<file path="src/mtep_pkg.sv">
// Types, codes and helpers shared by the MIDI track event parser modules.
`default_nettype none
package mtep_pkg;

    localparam int TIME_BITS_DEF  = 32;
    localparam int VLQ_GROUPS_DEF = 4;
    localparam int ACC_BITS       = 28;

    // status bytes and masks
    localparam logic [7:0] B_DATA_MASK = 8'h7F;
    localparam logic [7:0] B_STATUS    = 8'h80;
    localparam logic [7:0] B_META      = 8'hFF;
    localparam logic [7:0] B_EOX       = 8'hF7;
    localparam logic [7:0] B_SYSEX     = 8'hF0;
    localparam logic [7:0] B_RT_LO     = 8'hF8;
    localparam logic [7:0] B_RT_HI     = 8'hFE;
    localparam logic [7:0] B_EOT_TYPE  = 8'h2F;
    localparam logic [7:0] B_SONG_POS  = 8'hF2;
    localparam logic [7:0] B_MTC_QF    = 8'hF1;
    localparam logic [7:0] B_SONG_SEL  = 8'hF3;
    localparam logic [7:0] B_UNDEF_F4  = 8'hF4;
    localparam logic [7:0] B_UNDEF_F5  = 8'hF5;
    localparam logic [7:0] B_UNDEF_FD  = 8'hFD;
    localparam logic [3:0] HI_PROG     = 4'hC;
    localparam logic [3:0] HI_CHPRESS  = 4'hD;

    localparam logic [2:0] ERR_NONE      = 3'd0;
    localparam logic [2:0] ERR_NO_STATUS = 3'd1;
    localparam logic [2:0] ERR_UNKNOWN   = 3'd2;
    localparam logic [2:0] ERR_TRUNC     = 3'd3;
    localparam logic [2:0] ERR_OVERLONG  = 3'd4;
    localparam logic [2:0] ERR_SYSEX     = 3'd5;

    typedef enum logic [7:0] {
        PH_DELTA  = 8'b0000_0001,
        PH_STATUS = 8'b0000_0010,
        PH_DATA   = 8'b0000_0100,
        PH_MTYPE  = 8'b0000_1000,
        PH_MLEN   = 8'b0001_0000,
        PH_MDATA  = 8'b0010_0000,
        PH_SYSEX  = 8'b0100_0000,
        PH_HALT   = 8'b1000_0000
    } t_phase;

    typedef struct packed {
        logic [7:0]  msg;
        logic [15:0] idx;
        logic [31:0] tm;
        logic        done;
        logic        rt;
        logic        ended;
        logic [2:0]  err;
        logic        last;
    } t_result;

    // results caused by one request, count 0..2
    typedef struct packed {
        logic [1:0] count;
        t_result    res0;
        t_result    res1;
    } t_core_out;

    function automatic logic [15:0] sat_inc16(input logic [15:0] v);
        return (v == 16'hFFFF) ? v : v + 16'd1;
    endfunction

    // shift in one 7-bit group, saturating at 28 bits
    function automatic logic [ACC_BITS-1:0] vlq_shift(input logic [ACC_BITS-1:0] acc,
                                                      input logic [7:0] b);
        logic [7:0] low;
        low = b & B_DATA_MASK;
        if (|acc[ACC_BITS-1:ACC_BITS-7]) begin
            return '1;
        end
        return {acc[ACC_BITS-8:0], low[6:0]};
    endfunction

    function automatic t_result mk_res(input logic [7:0] msg, input logic [15:0] idx,
                                       input logic done, input logic rt,
                                       input logic ended, input logic [2:0] err);
        t_result r;
        r.msg   = msg;
        r.idx   = idx;
        r.tm    = '0;
        r.done  = done;
        r.rt    = rt;
        r.ended = ended;
        r.err   = err;
        r.last  = 1'b0;
        return r;
    endfunction

endpackage
`default_nettype wire

</file>
<file path="src/mtep_core.sv">
// Per-byte parsing rule and parser state of the MIDI track event parser.
`default_nettype none
module mtep_core #(
    parameter int TIME_BITS      = mtep_pkg::TIME_BITS_DEF,
    parameter int VLQ_MAX_GROUPS = mtep_pkg::VLQ_GROUPS_DEF
) (
    input  wire                 i_clk,
    input  wire                 i_rst_n,
    input  wire                 i_take,
    input  wire [7:0]           i_data,
    input  wire                 i_first,
    input  wire                 i_last,
    output mtep_pkg::t_core_out o_out
);
    import mtep_pkg::*;

    localparam int GC_W = $clog2(VLQ_MAX_GROUPS + 1);

    t_phase                r_phase, n_phase;
    logic [7:0]            r_rs, n_rs;
    logic [TIME_BITS-1:0]  r_abs, n_abs;
    logic [ACC_BITS-1:0]   r_acc, n_acc;
    logic [GC_W-1:0]       r_gc, n_gc;
    logic [ACC_BITS-1:0]   r_rem, n_rem;
    logic [15:0]           r_idx, n_idx;
    logic                  r_done, n_done;

    t_phase                c_phase;
    logic [7:0]            c_rs;
    logic [TIME_BITS-1:0]  c_abs;
    logic [ACC_BITS-1:0]   c_acc, c_rem;
    logic [GC_W-1:0]       c_gc;
    logic [15:0]           c_idx;
    logic                  c_done;

    logic [ACC_BITS-1:0]   acc_v, rem_dec;
    logic [GC_W-1:0]       gc1;
    logic [TIME_BITS:0]    sum;
    logic [63:0]           abs_wide;
    logic [31:0]           tm_out;
    logic                  rt, prog;
    logic [3:0]            hi;
    logic [1:0]            cnt;
    t_result               res0, res1;

    always_comb begin
        // start-of-track clears everything before the byte is used
        c_phase = i_first ? PH_DELTA : r_phase;
        c_rs    = i_first ? '0 : r_rs;
        c_abs   = i_first ? '0 : r_abs;
        c_acc   = i_first ? '0 : r_acc;
        c_gc    = i_first ? '0 : r_gc;
        c_rem   = i_first ? '0 : r_rem;
        c_idx   = i_first ? '0 : r_idx;
        c_done  = i_first ? 1'b0 : r_done;

        n_phase = c_phase;
        n_rs    = c_rs;
        n_abs   = c_abs;
        n_acc   = c_acc;
        n_gc    = c_gc;
        n_rem   = c_rem;
        n_idx   = c_idx;
        n_done  = c_done;

        rt      = (i_data >= B_RT_LO) && (i_data <= B_RT_HI);
        acc_v   = vlq_shift(c_acc, i_data);
        gc1     = c_gc + GC_W'(1);
        rem_dec = c_rem - ACC_BITS'(1);
        sum     = {1'b0, c_abs} + (TIME_BITS + 1)'(acc_v);
        hi      = c_rs[7:4];
        prog    = 1'b0;
        cnt     = 2'd0;
        res0    = mk_res(i_data, c_idx, 1'b0, 1'b0, 1'b0, ERR_NONE);
        res1    = res0;

        case (c_phase)
            PH_DELTA: begin
                if (i_data[7]) begin
                    n_acc = acc_v;
                    n_gc  = gc1;
                    if (gc1 >= GC_W'(VLQ_MAX_GROUPS)) begin
                        res0    = mk_res(i_data, c_idx, 1'b1, 1'b0, 1'b0, ERR_OVERLONG);
                        cnt     = 2'd1;
                        n_phase = PH_HALT;
                    end
                end else begin
                    n_abs   = sum[TIME_BITS] ? '1 : sum[TIME_BITS-1:0];
                    n_acc   = '0;
                    n_gc    = '0;
                    n_idx   = '0;
                    n_phase = PH_STATUS;
                end
            end
            PH_STATUS: begin
                if (i_data < B_STATUS) begin
                    if (c_rs == '0) begin
                        res0    = mk_res(i_data, c_idx, 1'b1, 1'b0, 1'b0, ERR_NO_STATUS);
                        cnt     = 2'd1;
                        n_phase = PH_HALT;
                    end else begin
                        // running status: status byte goes out first
                        prog    = (hi == HI_PROG) || (hi == HI_CHPRESS);
                        res0    = mk_res(c_rs, c_idx, 1'b0, 1'b0, 1'b0, ERR_NONE);
                        res1    = mk_res(i_data, sat_inc16(c_idx), prog, 1'b0, 1'b0,
                                         ERR_NONE);
                        cnt     = 2'd2;
                        n_idx   = sat_inc16(sat_inc16(c_idx));
                        n_rem   = prog ? '0 : ACC_BITS'(1);
                        n_phase = prog ? PH_DELTA : PH_DATA;
                    end
                end else if (i_data < B_SYSEX) begin
                    prog    = (i_data[7:4] == HI_PROG) || (i_data[7:4] == HI_CHPRESS);
                    n_rs    = i_data;
                    n_rem   = prog ? ACC_BITS'(1) : ACC_BITS'(2);
                    cnt     = 2'd1;
                    n_idx   = sat_inc16(c_idx);
                    n_phase = PH_DATA;
                end else if ((i_data == B_UNDEF_F4) || (i_data == B_UNDEF_F5)
                             || (i_data == B_UNDEF_FD)) begin
                    res0    = mk_res(i_data, c_idx, 1'b1, 1'b0, 1'b0, ERR_UNKNOWN);
                    cnt     = 2'd1;
                    n_phase = PH_HALT;
                end else if (i_data == B_SYSEX) begin
                    n_rs    = '0;
                    cnt     = 2'd1;
                    n_idx   = sat_inc16(c_idx);
                    n_phase = PH_SYSEX;
                end else if (i_data == B_META) begin
                    n_rs    = '0;
                    cnt     = 2'd1;
                    n_idx   = sat_inc16(c_idx);
                    n_phase = PH_MTYPE;
                end else if ((i_data == B_MTC_QF) || (i_data == B_SONG_POS)
                             || (i_data == B_SONG_SEL)) begin
                    n_rs    = '0;
                    n_rem   = (i_data == B_SONG_POS) ? ACC_BITS'(2) : ACC_BITS'(1);
                    cnt     = 2'd1;
                    n_idx   = sat_inc16(c_idx);
                    n_phase = PH_DATA;
                end else begin
                    // one-byte event; realtime leaves running status alone
                    if (i_data < B_RT_LO) begin
                        n_rs = '0;
                    end
                    res0.done = 1'b1;
                    cnt       = 2'd1;
                    n_idx     = sat_inc16(c_idx);
                    n_phase   = PH_DELTA;
                end
            end
            PH_DATA: begin
                cnt = 2'd1;
                if (rt) begin
                    res0 = mk_res(i_data, 16'd0, 1'b1, 1'b1, 1'b0, ERR_NONE);
                end else begin
                    n_rem     = rem_dec;
                    res0.done = (rem_dec == '0);
                    n_idx     = sat_inc16(c_idx);
                    if (rem_dec == '0) begin
                        n_phase = PH_DELTA;
                    end
                end
            end
            PH_MTYPE: begin
                n_done  = (i_data == B_EOT_TYPE);
                n_acc   = '0;
                n_gc    = '0;
                cnt     = 2'd1;
                n_idx   = sat_inc16(c_idx);
                n_phase = PH_MLEN;
            end
            PH_MLEN: begin
                cnt = 2'd1;
                if (i_data[7]) begin
                    n_acc = acc_v;
                    n_gc  = gc1;
                    if (gc1 >= GC_W'(VLQ_MAX_GROUPS)) begin
                        res0    = mk_res(i_data, c_idx, 1'b1, 1'b0, 1'b0, ERR_OVERLONG);
                        n_phase = PH_HALT;
                    end else begin
                        n_idx = sat_inc16(c_idx);
                    end
                end else begin
                    n_rem = acc_v;
                    n_acc = '0;
                    n_gc  = '0;
                    n_idx = sat_inc16(c_idx);
                    if (acc_v == '0) begin
                        res0.done  = 1'b1;
                        res0.ended = c_done;
                        n_phase    = c_done ? PH_HALT : PH_DELTA;
                    end else begin
                        n_phase = PH_MDATA;
                    end
                end
            end
            PH_MDATA: begin
                cnt   = 2'd1;
                n_rem = rem_dec;
                n_idx = sat_inc16(c_idx);
                if (rem_dec == '0) begin
                    res0.done  = 1'b1;
                    res0.ended = c_done;
                    n_phase    = c_done ? PH_HALT : PH_DELTA;
                end
            end
            PH_SYSEX: begin
                cnt = 2'd1;
                if (rt) begin
                    res0 = mk_res(i_data, 16'd0, 1'b1, 1'b1, 1'b0, ERR_NONE);
                end else if (i_data == B_EOX) begin
                    res0.done = 1'b1;
                    n_idx     = sat_inc16(c_idx);
                    n_phase   = PH_DELTA;
                end else if (i_data >= B_STATUS) begin
                    res0    = mk_res(i_data, c_idx, 1'b1, 1'b0, 1'b0, ERR_SYSEX);
                    n_phase = PH_HALT;
                end else begin
                    n_idx = sat_inc16(c_idx);
                end
            end
            PH_HALT: begin
                cnt = 2'd0;
            end
            default: begin
                cnt = 2'd0;
            end
        endcase

        // truncated event or delta on the final byte of the chunk
        if (i_last && (n_phase != PH_HALT) && ((n_phase != PH_DELTA) || (n_gc != '0))) begin
            if (cnt == 2'd0) begin
                res0 = mk_res(i_data, n_idx, 1'b1, 1'b0, 1'b0, ERR_TRUNC);
                cnt  = 2'd1;
            end else if (cnt == 2'd1) begin
                res0.done = 1'b1;
                res0.err  = ERR_TRUNC;
            end else begin
                res1.done = 1'b1;
                res1.err  = ERR_TRUNC;
            end
            n_phase = PH_HALT;
        end

        abs_wide = 64'(n_abs);
        tm_out   = (|abs_wide[63:32]) ? 32'hFFFF_FFFF : abs_wide[31:0];
        res0.tm  = tm_out;
        res1.tm  = tm_out;
        res0.last = (cnt == 2'd1);
        res1.last = 1'b1;

        o_out.count = cnt;
        o_out.res0  = res0;
        o_out.res1  = res1;
    end

    always_ff @(posedge i_clk) begin
        if (!i_rst_n) begin
            r_phase <= PH_DELTA;
            r_rs    <= '0;
            r_abs   <= '0;
            r_acc   <= '0;
            r_gc    <= '0;
            r_rem   <= '0;
            r_idx   <= '0;
            r_done  <= 1'b0;
        end else if (i_take) begin
            r_phase <= n_phase;
            r_rs    <= n_rs;
            r_abs   <= n_abs;
            r_acc   <= n_acc;
            r_gc    <= n_gc;
            r_rem   <= n_rem;
            r_idx   <= n_idx;
            r_done  <= n_done;
        end
    end

endmodule
`default_nettype wire

</file>
<file path="src/mtep_outbuf.sv">
// Two-entry result register that decouples the parser from the output stream.
`default_nettype none
module mtep_outbuf (
    input  wire                 i_clk,
    input  wire                 i_rst_n,
    input  wire                 i_push,
    input  mtep_pkg::t_core_out i_res,
    input  wire                 i_ready,
    output logic                o_valid,
    output mtep_pkg::t_result   o_head,
    output logic                o_can_take
);
    import mtep_pkg::*;

    t_result    r_slot0, n_slot0;
    t_result    r_slot1, n_slot1;
    logic [1:0] r_cnt, n_cnt;
    logic       pop;

    assign o_valid = (r_cnt != 2'd0);
    assign o_head  = r_slot0;
    assign pop     = o_valid && i_ready;
    // a new request is taken only while the buffer is empty or drains this cycle
    assign o_can_take = (r_cnt == 2'd0) || ((r_cnt == 2'd1) && i_ready);

    always_comb begin
        n_slot0 = pop ? r_slot1 : r_slot0;
        n_slot1 = r_slot1;
        n_cnt   = r_cnt - {1'b0, pop};
        if (i_push) begin
            n_slot0 = i_res.res0;
            n_slot1 = i_res.res1;
            n_cnt   = i_res.count;
        end
    end

    always_ff @(posedge i_clk) begin
        if (!i_rst_n) begin
            r_cnt <= 2'd0;
        end else begin
            r_cnt <= n_cnt;
        end
    end

    always_ff @(posedge i_clk) begin
        r_slot0 <= n_slot0;
        r_slot1 <= n_slot1;
    end

endmodule
`default_nettype wire

</file>
<file path="src/midi_track_event_parser.sv">
// The first result of a request is registered in the output buffer and appears in the cycle after it is taken.
// Throughput: one byte per cycle while each byte yields at most one result and the
// sink is ready; a running-status byte yields two results and holds the next
// request back until its first result has left, as the output buffer has a single result port.
// Reset: synchronous, active low; clears parser state and empties the output buffer.
`default_nettype none
module midi_track_event_parser #(
    parameter int TIME_BITS      = mtep_pkg::TIME_BITS_DEF,
    parameter int VLQ_MAX_GROUPS = mtep_pkg::VLQ_GROUPS_DEF
) (
    input  wire         i_clk,
    input  wire         i_rst_n,
    input  wire         s_axis_tvalid,
    output logic        s_axis_tready,
    input  wire  [7:0]  s_axis_tdata,   // [7:0] data_byte
    input  wire         s_axis_tlast,   // last_of_track
    input  wire         s_axis_tuser,   // [0] first_of_track
    output logic        m_axis_tvalid,
    input  wire         m_axis_tready,
    output logic [63:0] m_axis_tdata,   // [7:0] msg_byte, [23:8] byte_index,
                                        // [55:24] event_time, [56] event_done,
                                        // [57] track_ended, [60:58] error_code
    output logic        m_axis_tlast,   // run_last
    output logic        m_axis_tuser    // [0] realtime_event
);
    import mtep_pkg::*;

    logic      take;
    t_core_out core_out;
    t_result   head;

    assign take = s_axis_tvalid && s_axis_tready;

    mtep_core #(
        .TIME_BITS      (TIME_BITS),
        .VLQ_MAX_GROUPS (VLQ_MAX_GROUPS)
    ) u_core (
        .i_clk   (i_clk),
        .i_rst_n (i_rst_n),
        .i_take  (take),
        .i_data  (s_axis_tdata),
        .i_first (s_axis_tuser),
        .i_last  (s_axis_tlast),
        .o_out   (core_out)
    );

    mtep_outbuf u_outbuf (
        .i_clk      (i_clk),
        .i_rst_n    (i_rst_n),
        .i_push     (take),
        .i_res      (core_out),
        .i_ready    (m_axis_tready),
        .o_valid    (m_axis_tvalid),
        .o_head     (head),
        .o_can_take (s_axis_tready)
    );

    assign m_axis_tdata = {3'b000, head.err, head.ended, head.done, head.tm,
                           head.idx, head.msg};
    assign m_axis_tlast = head.last;
    assign m_axis_tuser = head.rt;

endmodule
`default_nettype wire

</file>
<file path="config.mk">
export PLATFORM = sky130hd
export DESIGN_NAME = midi_track_event_parser
export DESIGN_NICKNAME = d
export VERILOG_FILES = /design/src/mtep_pkg.sv /design/src/mtep_core.sv /design/src/mtep_outbuf.sv /design/src/midi_track_event_parser.sv
export SDC_FILE = /design/constraint.sdc
export NUM_CORES = 1
export LEC_CHECK = 0
export ABC_AREA = 1
export BUFFER_PORTS_ARGS = -buffer_cell sky130_fd_sc_hd__buf_2
export CAP_MARGIN = 20
export CORE_MARGIN = 8
export CORE_UTILIZATION = 40
export CTS_CLUSTER_SIZE = 28
export DETAILED_ROUTE_END_ITERATION = 10
export MAX_ROUTING_LAYER = met4
export RECOVER_POWER = 50
export SYNTH_ARGS = -nofsm -noshare
export SYNTH_HDL_FRONTEND = slang
export SYNTH_HIERARCHICAL = 1
export SYNTH_SLANG_ARGS = --single-unit
</file>
<file path="constraint.sdc">
create_clock -name i_clk -period 18.5 [get_ports i_clk]
set_clock_uncertainty 0.15 [all_clocks]
set_input_delay 4.625 -clock i_clk [delete_from_list [all_inputs] [get_ports i_clk]]
set_output_delay 4.625 -clock i_clk [all_outputs]
set_load 0.01 [all_outputs]
</file>
==> impl.org, run 1 <==
** Outcome
- Result of the run :: finished with violations
- The checks that failed: capacitance limit, slew limit.

** Timing
- Final critical-path share of the clock period :: 75.2%
- Setup_tns :: 0 ns
- The number of hold violations in the final report is 0.
- Endpoints failing setup :: 0
- F_max :: 71.9 MHz
- Final worst-path setup slack :: 4.59 ns
- Count of final max-slew check failures :: 562
- Across all hold checks on the routed design, the worst slack comes to 0.313 ns.
- Measured against its own limit, the worst slew margin works out to -169%.
- At the pin with the least slew margin, the transition time is 4.04 ns.
- Setup repair after global routing left no endpoint under its margin.
- Min Tclk post-route :: 13.91 ns

** Place
- Routability congestion estimate :: 0.985
- DP Worst Slack :: 8.21 ns
- After legalization and detailed placement, the total HPWL measured 42.3 mm.
- Input and output buffers added on the ports amount to 78.
- In this run the cell area measured after placement is 18500 µm².

** Routing
- Post-DRT Antenna Nets :: 0
- For this block, the initial DRC count from the detailed router was 1853.
- Vias :: 17800
- In the final routed layout, each cell accounts on average for 18.6 µm.
- Routed Wire Length :: 60.9 mm
- Using the TritonRoute via totals, the vias-per-cell ratio works out to 5.45.
- Count of unresolved DRC violations after routing :: 0
- Router iterations before antenna repair :: 5

** Die
- Vert. Die Dim :: 229 µm
- Die ar. :: 52300 µm²
- The total area inside the core boundary comes to 45000 µm².
- Once the floorplan was initialized, standard cells occupied 40.2% of the core.
- Num rows :: 78
- The die is 229 µm wide.
- Boundary Pins :: 82

** Clock network
- Buffers inserted during clock tree synthesis total 31.
- In this run the deepest clock path goes through 3 buffers.
- Clock transition at the register clock pins on the worst setup and hold paths after CTS :: 0.06 ns
- Root buffer cell :: sky130_fd_sc_hd__clkbuf_16
- TritonCTS built the clock tree.
- The number of gates resized after CTS was 0.
- CTS sink count :: 252
- In this run the post-CTS setup repair buffer count came out at 0.
- Hold repair after CTS inserted 0 buffers.
- Clock latency on the worst-skew pair, taken at its later pin, is 0.60 ns.
- CTS built an H-tree with a depth of 1.

** Synth
- Proportion of netlist area held by the largest area contributor :: 20.9%
- During synthesis, Yosys emitted a total of 6 warnings.
- Number of synthesized register bits :: 252
- Yosys mapped the design onto 61 distinct sky130hd cell types.
- Most frequently used flop master after synthesis :: sky130_fd_sc_hd__edfxtp_1
- Dividing the synthesized area by the synthesized cell count gives 6.76 µm².
- The synthesized design spends more area on one cell type than any other, namely sky130_fd_sc_hd__edfxtp_1.
- Number of enable-type register cells in the synthesized netlist :: 126
- Fraction of the yosys area taken by sequential cells :: 34.8%
- By area the synthesized netlist is led by sky130_fd_sc_hd__edfxtp_1 (21%), sky130_fd_sc_hd__nand2_1 (15%), sky130_fd_sc_hd__dfxtp_1 (14%), sky130_fd_sc_hd__inv_1 (7.3%), sky130_fd_sc_hd__o21ai_0 (5.8%).
- After synthesis the cells add up to 18100 µm².
- Synth Instances :: 2676
- Of all flip-flops after synthesis, the portion carrying an async set or reset was 0%.

** Global route
- Global-route wire length before repair :: 95.1 mm
- Vias in the first global route :: 16300
- Summed over all layers, the global routing overflow is 0.
- Largest net degree at the start of global routing :: 106
- Number of antenna violations at the first check in global routing :: 3
- Global routing used 22.9% of the available tracks across all layers.

** Worst setup path
- At the worst endpoint, the arrival time is 14.12 ns.
- Most common cell on crit path :: sky130_fd_sc_hd__nand2_1
- By startpoint and endpoint, the worst setup path is classified as input port to flop.
- For this design, the slowest cell found on the critical path is sky130_fd_sc_hd__clkinvlp_2.
- Critical path destination :: u_outbuf/r_cnt[0]
- The worst setup path is captured at a flop.
- Counting buffers and inverters, the worst setup path is 18 cells deep.
- The worst register-to-register path begins at u_outbuf/r_cnt[0].
- The number of cells on the worst reg-to-reg path is 7.
- R2r endpoint :: u_core/r_abs[14]
- At the worst endpoint, the required time is 18.71 ns.
- STA classifies the critical path startpoint as an input port.
- Crit path cell chain :: clkbuf_1 -> clkinvlp_2 -> nand2_1 -> nand2_1 -> nor2_1 -> nand4_2 -> nand3_2 -> inv_2 -> nand2_1 -> nand4_1 -> nor3_2 -> nand3_2 -> nand2_4 -> inv_4 -> nand2_1 -> nand2_1 -> o21ai_1 -> a21oi_2
- Setup slack on the worst flop-to-flop path :: 9.91 ns
- The critical path starts at s_axis_tuser.
- The largest single stage delay on the critical path is 3.19 ns.
- Crit-path leading delay family :: buffers and inverters
- Crit Path Max Fanout :: 81
- WP buf/inv :: 4

** Final layout
- For this run, the share of the core covered by cells in the final layout is 43.2%.
- Layout cells sized above 1 :: 5.89%
- Most frequent standard cell in the layout excluding fill and tap cells :: sky130_fd_sc_hd__nand2_1
- The library cells used most frequently in the layout, excluding fill and tap cells, are sky130_fd_sc_hd__nand2_1 (721), sky130_fd_sc_hd__inv_1 (350), sky130_fd_sc_hd__nor2_1 (248), sky130_fd_sc_hd__o21ai_0 (210), sky130_fd_sc_hd__a21oi_1 (175).
- The multi-input combinational cells in the finished layout cover a total of 9430 µm².
- Number of nets in the layout :: 2690
- Filler instances :: 4718
- Relative to the synthesized area, the layout overhead comes to 7.25%.
- Summed area of non-filler cells in the final layout :: 19400 µm²
- Across the whole layout, storage elements account for 6310 µm².

** Power
- Power Dens Cells :: 104 nW/µm²
- Combinational Power Share :: 31.0%
- Internal portion of total power :: 1.28 mW
- Clock Power Share :: 32.9%
- Net switching component of the power :: 0.742 mW
- Maximum VDD drop :: 0.0736 mV
- The analysis attributes to cell leakage a power of 9.12 nW.
- Of the total power, registers draw 36.1%.
- In this run switching power makes up 36.7% of total power.

** Flow run
- MaxCap Viol Count :: 7

** Min path
- Hold/Removal Path Class :: flop to flop
[tightest hold or removal path, delay by kind of cell (launching register included)]
| family | cells | cell delay, ns |
|---|---|---|
| AND/OR/NAND/NOR | 1 | 0.06 |
| flip-flops | 1 | 0.31 |
| AO/OA/AOI/OAI | 1 | 0.05 |
[metrics by stage]
step,std cells,power (mW)
2_1_floorplan,2680,1.19
3_3_place_gp,3208,1.35
3_5_place_dp,3208,1.36
4_1_cts,3266,2.03
5_1_grt,3267,2.13
6_report,3267,2.02
[power by group through the flow]
stage	clock network (mW)	registers, mW	logic, mW
after global routing	0.698	0.737	0.697
after floorplan	0	0.745	0.444
after global placement	0	0.733	0.617
final	0.665	0.728	0.626
after CTS	0.678	0.723	0.625
after detailed placement	0	0.734	0.622
[synth_stat cells, drive strengths merged (2+ instances only)]
library cell,instances
nand2,744
inv,368
nor2,271
o21ai,237
a21oi,176
dfxtp,126
edfxtp,126
nand3,97
buf,92
clkbuf,77
o22ai,48
nor3,38
xor2,38
ha,34
o221ai,27
a211oi,23
nand4,23
a31oi,16
a22oi,14
o211ai,13
xnor2,12
a221oi,11
o2111ai,8
nor4,7
a21boi,6
o21bai,6
a22o,5
clkinv,5
nand3b,5
a21o,3
a41oi,3
conb,3
o21a,3
or2,3
a2111oi,2
a32o,2
o31ai,2
[worst min-delay path by stage]
stage / start / slack, ns / end / cells past startpoint
after floorplan: u_core/r_rem[27] / 0.29 / u_core/r_rem[27] / 2
after global placement: u_core/r_phase[1] / 0.31 / u_core/r_phase[1] / 2
after detailed placement: u_core/r_rem[26] / 0.31 / u_core/r_rem[26] / 2
after CTS: u_core/r_rem[26] / 0.32 / u_core/r_rem[26] / 2
after global routing: u_core/r_rs[7] / 0.33 / u_core/r_rs[7] / 2
final: u_core/r_rem[26] / 0.31 / u_core/r_rem[26] / 2
[cell families (layout without fill, tap and decap cells)]
| group | count (synthesis) | after routing | synth area share (%) |
|---|---|---|---|
| and+or+nand+nor | 1188 | 1188 | 27.5 |
| AOI/OAI and AO/OA | 605 | 605 | 19.5 |
| buffers and inverters | 542 | 528 | 13.1 |
| DFF | 252 | 252 | 34.8 |
| xor gates and xnor gates | 50 | 50 | 2.46 |
| adders and majority gates | 35 | 35 | 2.46 |
| other | 3 | 8 | 0.0622 |
| muxes | 1 | 1 | 0.0553 |
[cell type report]
cell class | instances | area share [%]
multi-input combinational | 1886 | 48.6
sequential | 252 | 32.5
inverter | 373 | 7.24
clock buffer | 41 | 4.34
tap | 600 | 3.87
timing repair buffer | 97 | 2.18
clock inverter | 17 | 1.31
antenna | 1 | 0.0129
[state kept, by name (all words and copies together), names as in the netlist]
signal	flops
u_core/r_acc	28
u_outbuf/r_slot1	63
u_core/r_done	1
u_core/r_gc	3
u_core/r_rs	8
u_outbuf/o_head	63
u_core/r_phase	8
u_core/r_abs	32
u_core/r_idx	16
u_outbuf/r_cnt	2
u_core/r_rem	28
[metal layers]
layer | wire [µm] | part of all wire [%] | vias to the layer above | global-route usage (%)
met4 | 1080 | 1.8 | 0 | 4.73
li1 | - | - | 8707 | -
met5 | 0 | 0 | - | -
met2 | 25200 | 41 | 746 | 32.6
met3 | 5510 | 9.1 | 89 | 4.18
met1 | 29100 | 48 | 8262 | 33.4
No activity file was read; power rests on OpenSTA's default activity.
==> run 2: changes to the inputs <==
clock period = 12.4 ns   (was 18.5 ns; I/O delays follow)
==> run 2 against run 1 <==
Compared with the run above: clock power rose by 31%; combinational power grew 49%; the run still ends with capacitance limit, slew limit left; critical endpoint is now u_core/r_rem[13]; final cell count hardly changed; flip-flop and latch count is the same; first-iteration DRC count grew 0.38%; clock-buffer cell count fell by 3; largest power group unchanged; cell area is 0.48% lower.
==> impl.org, run 2 (same netlist as run 1, synthesis figures left out) <==
** Final layout
- Final standard cell count with taps included and fillers excluded :: 3264 (-0.092%)
- From synthesis to final layout, the design area changed by 6.73%.
- Number of nets in the layout :: 2687 (-0.11%)
- The end-of-flow core utilization came to 42.9% (-0.21 points).
- Filler instances :: 4781 (+1.3%)
- The final cell area excluding filler cells came to 19300 µm² (-0.48%).
- Layout cells sized above 1 :: 6.05% (+0.16 points)
- Most frequent standard cell in the layout excluding fill and tap cells :: sky130_fd_sc_hd__nand2_1
- Top library cells by usage in the layout, fill and taps aside :: sky130_fd_sc_hd__nand2_1 (721), sky130_fd_sc_hd__inv_1 (351), sky130_fd_sc_hd__nor2_1 (246), sky130_fd_sc_hd__o21ai_0 (208), sky130_fd_sc_hd__a21oi_1 (175)

** Timing
- The actual transition at the worst max-transition pin was 4.08 ns (+0.0409 ns).
- The final setup violation count is 0 (unchanged).
- F_max :: 103 MHz
- Count of final max-slew check failures :: 410 (-27%)
- Final critical-path share of the clock period :: 78.4%
- Setup_tns :: 0 ns (unchanged)
- Min Tclk post-route :: 9.72 ns
- The number of hold violations in the final report came to 0 (unchanged).
- The worst slew margin relative to its limit is -172% (-2.7 points).
- Unrepaired setup endpoints after global routing :: no

** Routing
- Routed wire length per instance :: 18.7 µm (+0.24%)
- Routed Wire Length :: 61.0 mm (+0.15%)
- The detailed-route via count was 17900 (+0.47%).
- Count of unresolved DRC violations after routing :: 0 (unchanged)
- The post-route antenna net violation count is 0 (unchanged).
- Avg Vias per Cell :: 5.48 (+0.56%)
- Iter 0 DRT Violations :: 1860 (+0.38%)
- Router iterations before antenna repair :: 6 (+1)

** Outcome
- Result of the run :: finished with violations
- Failing checks :: capacitance limit, slew limit

** Clock network
- The maximum count of clock buffers along a single path was 3 (unchanged).
- The number of clock buffers inserted by TritonCTS was 30 (-3.2%).
- The latest clock arrival within the worst-skew pair was 0.60 ns (about the same).
- The hold buffer count at cts is 0 (unchanged).
- The number of setup buffers added after CTS is 0 (unchanged).
- TritonCTS clock tree :: done
- The number of resized instances in the post-cts repair step came to 0 (unchanged).
- Clock transition at the register clock pins on the worst setup and hold paths after CTS :: 0.05 ns (about the same)
- Root buffer cell :: sky130_fd_sc_hd__clkbuf_16
- Total number of H-tree levels :: 1 (unchanged)
- The TritonCTS sink count is 252 (unchanged).

** Global route
- The maximum number of pins on one net before global-route repair was 188 (+77%).
- Number of antenna violations at the first check in global routing :: 3 (unchanged)
- The met2 track demand over resource in global routing is 32.1% (-0.52 points).
- Most congested layer reported by global routing :: met1
- Global-route wire length before repair :: 95.6 mm (+0.49%)
- Vias in the first global route :: 16600 (+1.4%)
- The global-route usage over all layers is 23.0% (+0.042 points).
- Met3 GRT Util :: 5.06% (+0.88 points)
- The fraction of met1 tracks used by global routing is 33.2% (-0.19 points).
- Gr ovfl total :: 0 (unchanged)

** Worst setup path
- Longest individual stage delay on the worst path :: 2.90 ns (-0.29 ns)
- The worst setup path is launched from an input port.
- The data required time of the worst path was 12.77 ns (-5.94 ns).
- Critical Setup Path Class :: input port to flop
- R2r endpoint :: u_core/r_rem[13]
- Crit Path Max Fanout :: 87 (+7.4%)
- Worst-path cell with the longest stage delay :: sky130_fd_sc_hd__clkbuf_1
- Critical register-to-register path startpoint :: u_outbuf/r_cnt[1]
- Arrival time worst endpoint :: 10.09 ns (-4.03 ns)
- Crit path cell chain :: buf_2 -> inv_1 -> a21oi_1 -> nand2_1 -> clkinvlp_2 -> inv_1 -> clkbuf_1 -> a21oi_1 -> inv_2 -> a21oi_1 -> or2_1 -> inv_1
- Setup slack on the worst flop-to-flop path :: 5.05 ns (-4.86 ns)
- Worst-case reg-to-reg path depth :: 10 (+3)
- The worst setup path is captured at a flop.

** Min path
- Hold/Removal Path Class :: flop to flop
- For hold timing, the worst endpoint is u_core/r_rem[27].
- The worst hold path stage count came to 2 (unchanged).
- Hold path startpoint :: u_core/r_rem[27]

** Place
- The final HPWL from detailed placement came to 42.1 mm (-0.59%).
- Placed Instances :: 3206 (-0.062%)
- The count of input and output buffers is 78 (unchanged).
- The final weighted congestion of routability-driven global placement is 0.983 (-0.20%).
- Placed Area :: 18500 µm² (about the same)

** Die
- Die ar. :: 52300 µm² (unchanged)
- The starting density of the core came to 40.2% (unchanged).
- Vert. Die Dim :: 229 µm (unchanged)
- The row count came to 78 (unchanged).
- The core footprint came to 45000 µm² (unchanged).
- The I/O pin count was 82 (unchanged).
- Die outline width :: 229 µm (unchanged)

** Power
- Net switching component of the power :: 1.10 mW (+48%)
- Maximum VDD drop :: 0.136 mV (+84%)
- Fraction of power spent switching nets :: 38.0% (+1.3 points)
- Internal portion of total power :: 1.79 mW (+40%)
- Power Dens Cells :: 150 nW/µm² (+44%)
- The share of power burned in registers came to 37.6% (+1.5 points).
- The leakage power came to 9.07 nW (-0.57%).
- The power share of the combinational group is 32.3% (+1.3 points).
- The share of total power in the clock network is 30.1% (-2.8 points).

** Flow run
- MaxCap Viol Count :: 4 (-3)
run 2: cell types whose count changed in the layout (fill, tap and decap cells not counted), moves of 2 or more:
cell,change
sky130_fd_sc_hd__nor2_2,+2
sky130_fd_sc_hd__clkinv_4,+3
sky130_fd_sc_hd__nor2_1,-2
sky130_fd_sc_hd__clkbuf_1,-6
sky130_fd_sc_hd__bufinv_16,-5
sky130_fd_sc_hd__clkinvlp_4,+2
sky130_fd_sc_hd__o21ai_0,-2
run 2: per-layer routing:
| metal | up-vias | wire length [µm] |
|---|---|---|
| met3 | 99 | 5400 |
| met5 | - | 0 |
| met2 | 760 | 24800 |
| met1 | 8319 | 29500 |
| met4 | 0 | 1300 |
| li1 | 8710 | - |
run 2: critical path, delay by kind of cell:
family / cells / cell delay (ns)
compound gates: 3 / 0.35
buf+inv: 7 / 6.28
simple gates: 2 / 0.31
run 2: final cells by class:
class	count	area, µm²	area share (%)
timing repair buffer	95	418	2.16
antenna	2	5.00	0.0259
clock buffer	38	822	4.25
sequential	252	6310	32.6
clock inverter	18	155	0.803
multi-input combinational	1886	9450	48.9
inverter	373	1410	7.31
tap	600	751	3.89
run 2: how the worst max path moves through the flow:
| stage | startpoint | endpoint | slack (ns) | depth (start not counted) |
|---|---|---|---|---|
| final | m_axis_tready | u_core/r_rem[13] | 2.68 | 12 |
| after global routing | m_axis_tready | u_core/r_rem[13] | 1.95 | 12 |
| after CTS | s_axis_tuser | u_outbuf/o_head[23] | 3.88 | 27 |
| after detailed placement | s_axis_tuser | u_outbuf/o_head[27] | 3.30 | 27 |
| after global placement | s_axis_tuser | u_outbuf/o_head[19] | 3.50 | 27 |
| after floorplan | m_axis_tready | u_outbuf/o_head[0] | 4.38 | 9 |
run 2: metrics by stage:
step	hold WS (ns)	power (mW)	setup slack, ns
after global routing	0.351	3.07	1.95
after detailed placement	0.306	2.03	3.30
after global placement	0.304	2.02	3.50
after CTS	0.317	2.91	3.88
final	0.315	2.89	2.68
after floorplan	0.290	1.77	4.38
run 2: power groups by stage:
| stage | sequential (mW) | clock [mW] | combinational [mW] |
|---|---|---|---|
| floorplan | 1.11 | 0 | 0.662 |
| global placement | 1.09 | 0 | 0.924 |
| detailed placement | 1.10 | 0 | 0.931 |
| CTS | 1.08 | 0.894 | 0.936 |
| global route | 1.10 | 0.924 | 1.04 |
| finish | 1.09 | 0.871 | 0.935 |
